$ cat src/bdlp_pkg.sv
// ----------------------------------------------------------------------------
// bdlp_pkg: shared types and constants for the button debouncer
// Holds the item and result payloads, the register map, the configuration
// bundle and the lane control and status structs.
// ----------------------------------------------------------------------------
package bdlp_pkg;

  // Number of buttons; it sets the widths of the per-button payload fields.
  localparam int BUTTON_COUNT = 3;

  // Register map: word index taken from paddr[3:2].
  localparam int          ADDR_WIDTH             = 4;
  localparam logic [1:0]  REG_PRESSED_LEVEL      = 2'd0;
  localparam logic [1:0]  REG_LONG_PRESS_TICKS   = 2'd1;
  localparam logic [1:0]  REG_REPEAT_TICKS       = 2'd2;
  localparam logic [1:0]  REG_IDLE_TIMEOUT_TICKS = 2'd3;

  // Register reset values.
  localparam logic        PRESSED_LEVEL_RESET      = 1'b0;
  localparam logic [15:0] LONG_PRESS_TICKS_RESET   = 16'd300;
  localparam logic [15:0] REPEAT_TICKS_RESET       = 16'd100;
  localparam logic [15:0] IDLE_TIMEOUT_TICKS_RESET = 16'd1000;

  // Sample history resets to the released level under the reset pressed level.
  localparam logic [3:0]  HISTORY_RESET = {4{~PRESSED_LEVEL_RESET}};
  localparam logic [15:0] COUNT_MAX     = 16'hFFFF;

  // Item action codes.
  localparam logic ACTION_TICK = 1'b0;
  localparam logic ACTION_ACK  = 1'b1;

  typedef struct packed {
    logic                    action;
    logic [BUTTON_COUNT-1:0] raw_levels;
    logic [BUTTON_COUNT-1:0] clear_press_mask;
    logic [BUTTON_COUNT-1:0] clear_long_mask;
  } item_t;

  typedef struct packed {
    logic [BUTTON_COUNT-1:0] press_flags;
    logic [BUTTON_COUNT-1:0] long_flags;
    logic                    any_raw_pressed;
    logic                    idle_expired;
  } result_t;

  typedef struct packed {
    logic        pressed_level;
    logic [15:0] long_press_ticks;
    logic [15:0] repeat_ticks;
    logic [15:0] idle_timeout_ticks;
  } cfg_t;

  // Per-item control broadcast to every lane and the merging stage.
  typedef struct packed {
    logic tick;
    logic ack;
  } lane_ctrl_t;

  // What one lane reports for the item now being transferred.
  typedef struct packed {
    logic press_flag;
    logic long_flag;
    logic newest_pressed;
    logic stable_press;
  } lane_status_t;

endpackage

$ cat src/bdlp_regs.sv
// ----------------------------------------------------------------------------
// bdlp_regs: configuration registers
// APB-style register file for the pressed level, long-press threshold,
// repeat period and idle timeout. Writes complete in the access cycle.
// ----------------------------------------------------------------------------
module bdlp_regs
  import bdlp_pkg::*;
(
  input  logic                  clk,
  input  logic                  rst,
  input  logic                  psel,
  input  logic                  penable,
  input  logic                  pwrite,
  input  logic [ADDR_WIDTH-1:0] paddr,
  input  logic [31:0]           pwdata,
  output logic [31:0]           prdata,
  output logic                  pready,
  output cfg_t                  cfg
);

  logic       wr_en;
  logic [1:0] reg_index;

  assign pready    = 1'b1;
  assign wr_en     = psel && penable && pwrite;
  assign reg_index = paddr[3:2];

  // Register writes.
  always_ff @(posedge clk) begin
    if (rst) begin
      cfg.pressed_level      <= PRESSED_LEVEL_RESET;
      cfg.long_press_ticks   <= LONG_PRESS_TICKS_RESET;
      cfg.repeat_ticks       <= REPEAT_TICKS_RESET;
      cfg.idle_timeout_ticks <= IDLE_TIMEOUT_TICKS_RESET;
    end else if (wr_en) begin
      case (reg_index)
        REG_PRESSED_LEVEL:      cfg.pressed_level      <= pwdata[0];
        REG_LONG_PRESS_TICKS:   cfg.long_press_ticks   <= pwdata[15:0];
        REG_REPEAT_TICKS:       cfg.repeat_ticks       <= pwdata[15:0];
        REG_IDLE_TIMEOUT_TICKS: cfg.idle_timeout_ticks <= pwdata[15:0];
        default: ;
      endcase
    end
  end

  // Read-back multiplexer.
  always_comb begin
    case (reg_index)
      REG_PRESSED_LEVEL:      prdata = {31'd0, cfg.pressed_level};
      REG_LONG_PRESS_TICKS:   prdata = {16'd0, cfg.long_press_ticks};
      REG_REPEAT_TICKS:       prdata = {16'd0, cfg.repeat_ticks};
      REG_IDLE_TIMEOUT_TICKS: prdata = {16'd0, cfg.idle_timeout_ticks};
      default:                prdata = 32'd0;
    endcase
  end

endmodule

$ cat src/bdlp_lane.sv
// ----------------------------------------------------------------------------
// bdlp_lane: debounce and long-press core for one button
// Keeps the sample history, hold counter, repeat countdown and the sticky
// press and long-press flags of a single button.
// ----------------------------------------------------------------------------
module bdlp_lane
  import bdlp_pkg::*;
(
  input  logic         clk,
  input  logic         rst,
  input  lane_ctrl_t   ctrl,
  input  cfg_t         cfg,
  input  logic         raw,
  input  logic         clr_press,
  input  logic         clr_long,
  output lane_status_t status
);

  logic [3:0]  history;
  logic [15:0] hold_count;
  logic [15:0] repeat_count;
  logic        press_pending;
  logic        long_pending;

  logic [3:0]  history_next;
  logic [15:0] hold_count_next;
  logic [15:0] repeat_count_next;
  logic        press_pending_next;
  logic        long_pending_next;
  logic        stable_press;

  logic s1, s2, stable_old, agree;
  logic [15:0] hold_inc;

  assign s1         = history[0];
  assign s2         = history[1];
  assign stable_old = history[3];
  assign agree      = (raw == s1) && (s1 == s2);
  assign hold_inc   = (hold_count == COUNT_MAX) ? hold_count : 16'(hold_count + 16'd1);

  // Effect of a sample tick on this button.
  always_comb begin
    hold_count_next    = hold_count;
    repeat_count_next  = repeat_count;
    press_pending_next = press_pending;
    long_pending_next  = long_pending;
    stable_press       = 1'b0;
    history_next       = {stable_old, s2, s1, raw};
    if (agree) begin
      if (s2 != stable_old) begin
        // A new stable level; a stable press raises the press flag.
        history_next[3] = s2;
        if (s2 == cfg.pressed_level) begin
          press_pending_next = 1'b1;
          hold_count_next    = 16'd0;
          repeat_count_next  = cfg.repeat_ticks;
          stable_press       = 1'b1;
        end
      end else if (s2 == cfg.pressed_level) begin
        // Held press: count the hold, then run the repeat countdown.
        hold_count_next = hold_inc;
        if (hold_inc >= cfg.long_press_ticks) begin
          if (repeat_count == 16'd0) begin
            long_pending_next = 1'b1;
            repeat_count_next = cfg.repeat_ticks;
          end else begin
            repeat_count_next = 16'(repeat_count - 16'd1);
          end
        end
        stable_press = 1'b1;
      end
    end else begin
      // Bouncing samples restart the hold.
      hold_count_next   = 16'd0;
      repeat_count_next = cfg.repeat_ticks;
    end
  end

  // State update on the transfer of an item.
  always_ff @(posedge clk) begin
    if (rst) begin
      history       <= HISTORY_RESET;
      hold_count    <= 16'd0;
      repeat_count  <= 16'd0;
      press_pending <= 1'b0;
      long_pending  <= 1'b0;
    end else if (ctrl.tick) begin
      history       <= history_next;
      hold_count    <= hold_count_next;
      repeat_count  <= repeat_count_next;
      press_pending <= press_pending_next;
      long_pending  <= long_pending_next;
    end else if (ctrl.ack) begin
      if (clr_press) begin
        press_pending <= 1'b0;
      end
      if (clr_long) begin
        long_pending <= 1'b0;
      end
    end
  end

  // A tick reports flags after its update; an acknowledge reports them before clearing.
  always_comb begin
    status.press_flag     = ctrl.tick ? press_pending_next : press_pending;
    status.long_flag      = ctrl.tick ? long_pending_next : long_pending;
    status.newest_pressed = (ctrl.tick ? raw : s1) == cfg.pressed_level;
    status.stable_press   = ctrl.tick && stable_press;
  end

endmodule

$ cat src/bdlp_merge.sv
// ----------------------------------------------------------------------------
// bdlp_merge: merging stage and result buffer
// Combines the lane reports, runs the shared idle countdown and holds the
// results in a two-entry output buffer.
// ----------------------------------------------------------------------------
module bdlp_merge
  import bdlp_pkg::*;
(
  input  logic                             clk,
  input  logic                             rst,
  input  lane_ctrl_t                       ctrl,
  input  cfg_t                             cfg,
  input  lane_status_t [BUTTON_COUNT-1:0]  status,
  output logic                             buf_full,
  output logic                             result_valid,
  input  logic                             result_stall,
  output result_t                          result
);

  logic [15:0] idle_count;
  logic [15:0] idle_count_next;
  logic        any_stable_press;
  result_t     merged;
  result_t     skid;
  logic        skid_valid;
  logic        item_fire;
  logic        result_fire;

  assign item_fire   = ctrl.tick || ctrl.ack;
  assign result_fire = result_valid && !result_stall;
  assign buf_full    = skid_valid;

  // Gather the lane reports.
  always_comb begin
    any_stable_press       = 1'b0;
    merged.any_raw_pressed = 1'b0;
    for (int i = 0; i < BUTTON_COUNT; i++) begin
      merged.press_flags[i]  = status[i].press_flag;
      merged.long_flags[i]   = status[i].long_flag;
      merged.any_raw_pressed = merged.any_raw_pressed | status[i].newest_pressed;
      any_stable_press       = any_stable_press | status[i].stable_press;
    end
    merged.idle_expired = (idle_count_next == 16'd0);
  end

  // Idle countdown: reloaded by a stable press, otherwise runs down to zero.
  always_comb begin
    idle_count_next = idle_count;
    if (ctrl.tick) begin
      if (any_stable_press) begin
        idle_count_next = cfg.idle_timeout_ticks;
      end else if (idle_count != 16'd0) begin
        idle_count_next = 16'(idle_count - 16'd1);
      end
    end
  end

  always_ff @(posedge clk) begin
    if (rst) begin
      idle_count <= IDLE_TIMEOUT_TICKS_RESET;
    end else if (item_fire) begin
      idle_count <= idle_count_next;
    end
  end

  // Two-entry output buffer: the skid entry takes a result while the main one waits.
  always_ff @(posedge clk) begin
    if (rst) begin
      result_valid <= 1'b0;
      skid_valid   <= 1'b0;
    end else if (skid_valid) begin
      if (result_fire) begin
        skid_valid <= 1'b0;
      end
    end else if (item_fire) begin
      if (result_valid && !result_fire) begin
        skid_valid <= 1'b1;
      end else begin
        result_valid <= 1'b1;
      end
    end else if (result_fire) begin
      result_valid <= 1'b0;
    end
  end

  always_ff @(posedge clk) begin
    if (skid_valid) begin
      if (result_fire) begin
        result <= skid;
      end
    end else if (item_fire) begin
      if (result_valid && !result_fire) begin
        skid <= merged;
      end else begin
        result <= merged;
      end
    end
  end

endmodule

$ cat src/button_debounce_long_press.sv
// Results are registered in the main output entry, or in the skid entry while
// it is stalled. Throughput: one item per clock unless the buffer is full; each
// button has its own lane and the idle countdown is updated in the same cycle,
// so no loop limits the rate. Two output entries take one more item on a stall.
// Reset (synchronous, active high) releases all buttons, clears flags and
// counters, loads the idle countdown and restores the register defaults.
// ----------------------------------------------------------------------------
// button_debounce_long_press: three-button debouncer with long-press repeat
// Per-button lanes debounce and time presses; a merging stage builds the
// result and runs the idle timeout.
// ----------------------------------------------------------------------------
module button_debounce_long_press
  import bdlp_pkg::*;
(
  input  logic                  clk,
  input  logic                  rst,
  input  logic                  item_valid,
  output logic                  item_stall,
  input  item_t                 item,
  output logic                  result_valid,
  input  logic                  result_stall,
  output result_t               result,
  input  logic                  psel,
  input  logic                  penable,
  input  logic                  pwrite,
  input  logic [ADDR_WIDTH-1:0] paddr,
  input  logic [31:0]           pwdata,
  output logic [31:0]           prdata,
  output logic                  pready
);

  cfg_t                            cfg;
  lane_ctrl_t                      ctrl;
  lane_status_t [BUTTON_COUNT-1:0] status;
  logic                            buf_full;
  logic                            item_fire;

  assign item_stall = buf_full;
  assign item_fire  = item_valid && !item_stall;
  assign ctrl.tick  = item_fire && (item.action == ACTION_TICK);
  assign ctrl.ack   = item_fire && (item.action == ACTION_ACK);

  // Configuration registers.
  bdlp_regs u_regs (
    .clk     (clk),
    .rst     (rst),
    .psel    (psel),
    .penable (penable),
    .pwrite  (pwrite),
    .paddr   (paddr),
    .pwdata  (pwdata),
    .prdata  (prdata),
    .pready  (pready),
    .cfg     (cfg)
  );

  // One lane per button.
  for (genvar i = 0; i < BUTTON_COUNT; i++) begin : g_lane
    bdlp_lane u_lane (
      .clk       (clk),
      .rst       (rst),
      .ctrl      (ctrl),
      .cfg       (cfg),
      .raw       (item.raw_levels[i]),
      .clr_press (item.clear_press_mask[i]),
      .clr_long  (item.clear_long_mask[i]),
      .status    (status[i])
    );
  end

  // Merge lane reports and buffer the results.
  bdlp_merge u_merge (
    .clk          (clk),
    .rst          (rst),
    .ctrl         (ctrl),
    .cfg          (cfg),
    .status       (status),
    .buf_full     (buf_full),
    .result_valid (result_valid),
    .result_stall (result_stall),
    .result       (result)
  );

endmodule

$ cat config.mk
export PLATFORM = sky130hd
export DESIGN_NAME = button_debounce_long_press
export DESIGN_NICKNAME = d
export VERILOG_FILES = /design/src/bdlp_pkg.sv /design/src/bdlp_regs.sv /design/src/bdlp_lane.sv /design/src/bdlp_merge.sv /design/src/button_debounce_long_press.sv
export SDC_FILE = /design/constraint.sdc
export NUM_CORES = 1
export LEC_CHECK = 0
export CAP_MARGIN = 20
export CORE_MARGIN = 3
export CORE_UTILIZATION = 25
export CTS_BUF_LIST = sky130_fd_sc_hd__clkbuf_2 sky130_fd_sc_hd__clkbuf_4 sky130_fd_sc_hd__clkbuf_8
export DETAILED_ROUTE_END_ITERATION = 6
export DONT_BUFFER_PORTS = 1
export SLEW_MARGIN = 15
export SYNTH_ARGS = -nofsm -noshare
export SYNTH_HDL_FRONTEND = slang
export SYNTH_SLANG_ARGS = --single-unit
$ cat constraint.sdc
create_clock -name clk -period 11.4 [get_ports clk]
set_clock_uncertainty 0.05 [all_clocks]
set_input_delay 2.28 -clock clk [delete_from_list [all_inputs] [get_ports clk]]
set_output_delay 2.28 -clock clk [all_outputs]
set_load 0.05 [all_outputs]
==> results.json, run 1 <==
{
  "outcome": "finished clean",
  "avgSynthCellArea_um2": 7.789,
  "gp_congestion": 0.8646,
  "track_usage_pct": 14.10,
  "path_delay_family": "simple AND/OR/NAND/NOR gates",
  "slew_viol_final": 0,
  "dp_hpwl_um": 26200,
  "synth_area_um2": 11990,
  "synth-seq-cells": 194,
  "slew_headroom_pct": 27.67,
  "wl_per_cell_um": 17.61,
  "start_kind": "input port",
  "core_area_um2": 46950,
  "ant_nets": 0,
  "crit_slowest_cell": "nor2b_1",
  "power_density_nw_per_um2": 115.1,
  "via_per_inst": 5.313,
  "peakVddDrop_uv": 60.99,
  "dieArea_um2": 50610,
  "synth.distinct_cells": 77,
  "final_nets": 1582,
  "post_cts_resized": 0,
  "power_mw": 1.473,
  "leakagePower_nw": 4.656,
  "setup_tns_ns": 0,
  "top_layer_used": "met5",
  "clock_path_buffers": 2,
  "die_y_um": 225.0,
  "grt_pass1_vias": 10079,
  "worst-path-buf-inv": 1,
  "grt_max_degree": 141,
  "via_count": 11109,
  "cts-root-buf": "clkbuf_8",
  "r2r_slack_ns": 6.36,
  "met3WireLength_um": 2283,
  "drive_gt1_share_pct": 6.541,
  "setup_viol": 0,
  "cts.clk_slew.worst_paths_ns": 0.11,
  "end_kind": "primary output",
  "critical_path_class": "in -> out",
  "first_iter_violations": 871,
  "numCtsBuffers": 17,
  "cts_setup_buffers": 0,
  "antenna_found_initial": 1,
  "placementRows": 79,
  "chipWidth_um": 225.0,
  "boundaryPins": 96,
  "overflow": 0,
  "start_util_pct": 25.53,
  "max_stage_delay_ns": 0.57,
  "yosysMostFrequentCell": "nand2_1",
  "synth.area.top_cells": "dfxtp_1, a21oi_1, nand2_1",
  "synth_common_cells": "nand2_1, dfxtp_1, a21oi_1, nor2_1, o21ai_0",
  "cp_max_fo": 22,
  "synthArstFlopShare_pct": 0,
  "rsz0062_at_grt": "no",
  "synth_area_leader_cell": "dfxtp_1",
  "fillers": 5038,
  "clock_latency_ns": 0.49,
  "drc": 0,
  "ys.flop_type": "dfxtp_1",
  "synth_edf_count": 16,
  "io_buffer_count": 0,
  "yosysWarningCount": 0,
  "crit_chain": "nor2b_1, buf_4, a22o_1",
  "worst_pin_slew_ns": 1.083,
  "clkSinkCount": 194,
  "ys_seq_area_share_pct": 33.73,
  "wl_met2_um": 16780,
  "syn-instance-count": 1539,
  "cts_hold_buf": 0,
  "cts_tree": "done",
  "syn_to_final_growth_pct": 6.753,
  "wl_met1_um": 16620,
  "period_share_pct": 52.90,
  "grt_pass1_wl_um": 56570,
  "arrival_ns": 3.70,
  "fin_area_um2": 12800,
  "finalHoldViolCount": 0,
  "placed_area_um2": 12360,
  "synth.top_cell.area_share_pct": 29.73,
  "cp.required_ns": 9.07,
  "drt_wl_total_um": 36830,
  "drv_cap": 0,
  "dr.pass1.iters": 5,
  "htree_levels": 4,
  "hold_path_class": "reg -> reg",
  "finalCriticalPeriod_ns": 6.031,
  "fmax_mhz": 165.8
}
-- per-layer routing --
| metal | up-vias | track usage (%) |
|---|---|---|
| met3 | 65 | 2.514 |
| met2 | 359 | 22.71 |
| met4 | 2 | 4.778 |
| li1 | 5418 | - |
| met1 | 5265 | 19.11 |
| met5 | - | 0 |
-- area by class of cell --
class	instances	area (um2)	share of cell area [%]
Clock inverter	15	198.9	1.555
Multi-Input combinational cell	1218	7375	57.63
Antenna cell	1	2.502	0.01955
Timing Repair Buffer	9	71.32	0.5573
Tap cell	607	759.5	5.935
Sequential cell	194	4044	31.60
Inverter	30	112.6	0.8799
Clock buffer	17	234.0	1.828
-- placed cells by master, fill, tap and decap left out, types with 30 or more instances in the layout --
cell	netlist	final
nand3_1	54	54
nor3_1	55	55
ha_1	59	59
nand2_1	210	210
dfxtp_1	178	178
a21oi_1	161	160
nor2_1	131	131
nor4_1	30	30
o21ai_0	91	91
inv_1	30	30
-- registers in the layout, indices dropped and copies added, names as in the netlist --
name,flops
g_lane.u_lane.history,9
g_lane.u_lane.hold_count,48
g_lane.u_lane.long_pending,3
g_lane.u_lane.press_pending,3
g_lane.u_lane.repeat_count,48
u_merge.buf_full,1
u_merge.idle_count,16
u_merge.result,8
u_merge.result_valid,1
u_merge.skid,8
u_regs.cfg,49
-- report_power, final --
group | leakage, nW | switching (mW) | internal (mW) | total, mW
clock network | 0.206 | 0.276 | 0.224 | 0.500
registers | 1.59 | 0.0315 | 0.704 | 0.736
logic | 2.86 | 0.158 | 0.0783 | 0.237
total | 4.66 | 0.466 | 1.01 | 1.47
-- kinds of logic (layout without fill, tap and decap cells) --
group	after synthesis	after routing	share of synthesized area, %
adder cells (fa/ha/maj)	59	59	6.158
multiplexers	34	34	3.225
AO/OA/AOI/OAI	440	440	22.99
flip-flops	194	194	33.73
other	2	18	0.06265
buffers and inverters	142	71	5.323
XOR/XNOR	43	43	3.142
AND/OR/NAND/NOR	625	625	25.36
-- stage by stage --
stage          hold WS (ns)  std cells  worst slack, ns  utilization, %
2_1_floorplan        0.3937       1554            5.383               -
3_3_place_gp         0.4071       2057            5.413           26.30
3_5_place_dp         0.4131       2058            5.397           26.32
4_1_cts              0.4290       2090            5.403           27.24
5_1_grt              0.4627       2090            5.321           27.25
6_report             0.4264       2091            5.369           27.26
-- worst reg2reg max path: cells and delay by family, from the launching register on --
family	cells	cell delay, ns
AND/OR/NAND/NOR	6	1.67
AO/OA/AOI/OAI	7	2.26
XOR/XNOR	1	0.19
adder cells (fa/ha/maj)	1	0.30
flip-flops	1	0.45
-- worst paths after layout --
path                                                                     from                                             end  depth (start not counted)
worst max-delay path                                                 paddr[2]                                       prdata[7]                          3
worst min-delay path            g_lane[1].u_lane.repeat_count[8]$_SDFFE_PP0P_   g_lane[1].u_lane.repeat_count[8]$_SDFFE_PP0P_                          2
worst min register to register  g_lane[1].u_lane.repeat_count[8]$_SDFFE_PP0P_   g_lane[1].u_lane.repeat_count[8]$_SDFFE_PP0P_                          2
worst max register to register    g_lane[1].u_lane.hold_count[6]$_SDFFE_PP0P_  g_lane[1].u_lane.repeat_count[15]$_SDFFE_PP0P_                         15
(Power assumes the default switching activity.)
==> run 2, diff against run 1 <==
==> constraint.sdc (replaced) <==
create_clock -name clk -period 5.65 [get_ports clk]
set_clock_uncertainty 0.05 [all_clocks]
set_input_delay 1.13 -clock clk [delete_from_list [all_inputs] [get_ports clk]]
set_output_delay 1.13 -clock clk [all_outputs]
set_load 0.05 [all_outputs]
==> run 2 against run 1 <==
  * Cell count is essentially flat
  * Clock power grew 94%
  * Register-to-register slack lost 5.5 ns
  * Final area shrank 0.18%
  * Die area is the same
  * Via count grew 1.8%
  * Power grew 99%
  * Sequential power grew 100%
  * Critical endpoint is now g_lane[1].u_lane.repeat_count[4]$_SDFFE_PP0P_
  * Largest power group unchanged
==> results.json, run 2 (synthesized netlist as in run 1, its figures left out) <==
{
  "worst-path-buf-inv": 1,
  "met1_usage_pct": 18.69,
  "peakVddDrop_uv": 133.9,
  "reg2reg_depth": 17,
  "drive_gt1_share_pct": 6.599,
  "fmax_mhz": 208.0,
  "rsz0062_at_grt": "no",
  "boundaryPins": 96,
  "arrival_ns": 5.17,
  "top_register": "u_regs.cfg",
  "track_usage_pct": 14.09,
  "gp_congestion": 0.8761,
  "dieArea_um2": 50610,
  "first_iter_violations": 1027,
  "setup_tns_ns": 0,
  "drv_cap": 0,
  "final_nets": 1584,
  "post_cts_resized": 0,
  "placementRows": 79,
  "end_kind": "flip-flop",
  "drt_wl_total_um": 37360,
  "chipWidth_um": 225.0,
  "worst_pin_slew_ns": 1.019,
  "overflow": 0,
  "cts_setup_buffers": 0,
  "drc": 0,
  "cp_max_fo": 9,
  "min_to": "u_regs.cfg[47]$_SDFFE_PP0P_",
  "cts_hold_buf": 0,
  "path_depth": 17,
  "setup_viol": 0,
  "mostFrequentLayoutCells": "nand2_1, dfxtp_1, a21oi_1, nor2_1, o21ai_0",
  "via_count": 11311,
  "power_density_nw_per_um2": 229.7,
  "antenna_found_initial": 1,
  "final_common_cell": "nand2_1",
  "start_kind": "flip-flop",
  "cts-root-buf": "clkbuf_8",
  "numCtsBuffers": 17,
  "dr.pass1.iters": 5,
  "core_area_um2": 46950,
  "clkSinkCount": 194,
  "io_buffer_count": 0,
  "max_stage_delay_ns": 0.60,
  "min_path_cells": 2,
  "slew_viol_final": 0,
  "clock_latency_ns": 0.49,
  "hold_path_class": "reg -> reg",
  "grt_pass1_wl_um": 56710,
  "use_met2_pct": 22.88,
  "wl_per_cell_um": 17.86,
  "path_delay_family": "compound AO/OA/AOI/OAI gates",
  "die_y_um": 225.0,
  "diodes": 0,
  "syn_to_final_growth_pct": 6.565,
  "largest_reg_flops": 49,
  "grt_max_degree": 141,
  "grt_pass1_vias": 10046,
  "ant_nets": 0,
  "finalCriticalPeriod_ns": 4.808,
  "finalHoldViolCount": 0,
  "via_per_inst": 5.407,
  "worst_slack_ns": 0.8418,
  "slew_headroom_pct": 31.83,
  "hp-start": "u_regs.cfg[47]$_SDFFE_PP0P_",
  "grt-busiest-layer": "met2",
  "clock_path_buffers": 2,
  "period_share_pct": 85.10,
  "outcome": "finished clean",
  "dp_hpwl_um": 26500,
  "r2r_slack_ns": 0.84,
  "r2r-end": "g_lane[1].u_lane.repeat_count[4]$_SDFFE_PP0P_",
  "pre_cts_ws_ns": 0.8573,
  "grtUsageMet3_pct": 2.540,
  "cts.clk_slew.worst_paths_ns": 0.11,
  "leakagePower_nw": 4.654,
  "timing.rr.start": "g_lane[1].u_lane.hold_count[6]$_SDFFE_PP0P_",
  "cp.required_ns": 6.01,
  "crit_slowest_cell": "o21ai_1",
  "reg_top3": "u_regs.cfg x49, g_lane.u_lane.hold_count x48, g_lane.u_lane.repeat_count x48",
  "htree_levels": 4,
  "cts_tree": "done",
  "start_util_pct": 25.53,
  "crit_chain": "nand4_1, nor4_2, nand4_1, nor2b_1, nand2_1, nor2_1, xor2_1, ha_1, a21o_1, a21o_1, a21o_1, a2111oi_0, o221ai_1, o21ai_1, buf_4, a21oi_1, o32ai_1",
  "path_common_cell": "a21o_1",
  "critical_path_class": "reg -> reg"
}
-- run 2: cell types whose count changed in the layout (fill, tap and decap cells not counted), moves of 2 or more --
| cell | previous run | this run |
|---|---|---|
| buf_4 | 8 | 11 |
| clkinv_4 | 0 | 2 |
| clkinvlp_4 | 4 | 2 |
| clkinvlp_2 | 0 | 2 |
-- run 2: final cells by class --
| type | count | area (um2) |
|---|---|---|
| clock buffers | 17 | 234.0 |
| clock inverters | 15 | 171.4 |
| fillers | 5031 | 34180 |
| inverters | 30 | 112.6 |
| multi-input cells | 1218 | 7371 |
| flip-flops and latches | 194 | 4044 |
| well taps | 607 | 759.5 |
| repair buffers | 11 | 82.58 |
-- run 2: layer usage --
layer | vias up | wire length, um
li1 | 5432 | -
met1 | 5425 | 16570
met2 | 388 | 17080
met3 | 64 | 2400
met4 | 2 | 1297
met5 | - | 11
-- run 2: stage by stage --
step	total power [mW]	cells	util (%)	hold WS [ns]	cell area [um2]
6_report	2.934	2092	27.21	0.4298	12770
5_1_grt	3.064	2092	27.21	0.4498	12770
4_1_cts	2.951	2091	27.19	0.4259	12770
3_5_place_dp	1.990	2059	26.33	0.4121	12360
3_3_place_gp	1.979	2059	26.33	0.4092	12360
2_1_floorplan	1.916	1554	-	0.3937	12040
-- run 2: power breakdown --
group	internal [mW]	switching, mW
Sequential	1.42	0.0599
Clock	0.407	0.563
Combinational	0.158	0.326
Total	1.99	0.948
-- run 2: worst max path at each step --
| stage | startpoint | to | slack, ns |
|---|---|---|---|
| global placement | g_lane[1].u_lane.hold_count[6]$_SDFFE_PP0P_ | g_lane[1].u_lane.repeat_count[5]$_SDFFE_PP0P_ | 0.95 |
| CTS | g_lane[1].u_lane.hold_count[6]$_SDFFE_PP0P_ | g_lane[1].u_lane.repeat_count[4]$_SDFFE_PP0P_ | 0.80 |
| floorplan | g_lane[1].u_lane.hold_count[6]$_SDFFE_PP0P_ | g_lane[1].u_lane.repeat_count[11]$_SDFFE_PP0P_ | 1.71 |
| finish | g_lane[1].u_lane.hold_count[6]$_SDFFE_PP0P_ | g_lane[1].u_lane.repeat_count[4]$_SDFFE_PP0P_ | 0.84 |
| detailed placement | g_lane[1].u_lane.hold_count[6]$_SDFFE_PP0P_ | g_lane[1].u_lane.repeat_count[4]$_SDFFE_PP0P_ | 0.86 |
| global route | g_lane[1].u_lane.hold_count[6]$_SDFFE_PP0P_ | g_lane[1].u_lane.repeat_count[6]$_SDFFE_PP0P_ | 0.43 |
-- run 2: tightest hold or removal path, delay by kind of cell, from the launching register on --
family | cells | cell delay (ns)
AOI/OAI and AO/OA | 1 | 0.05
DFF | 1 | 0.34
and+or+nand+nor | 1 | 0.06
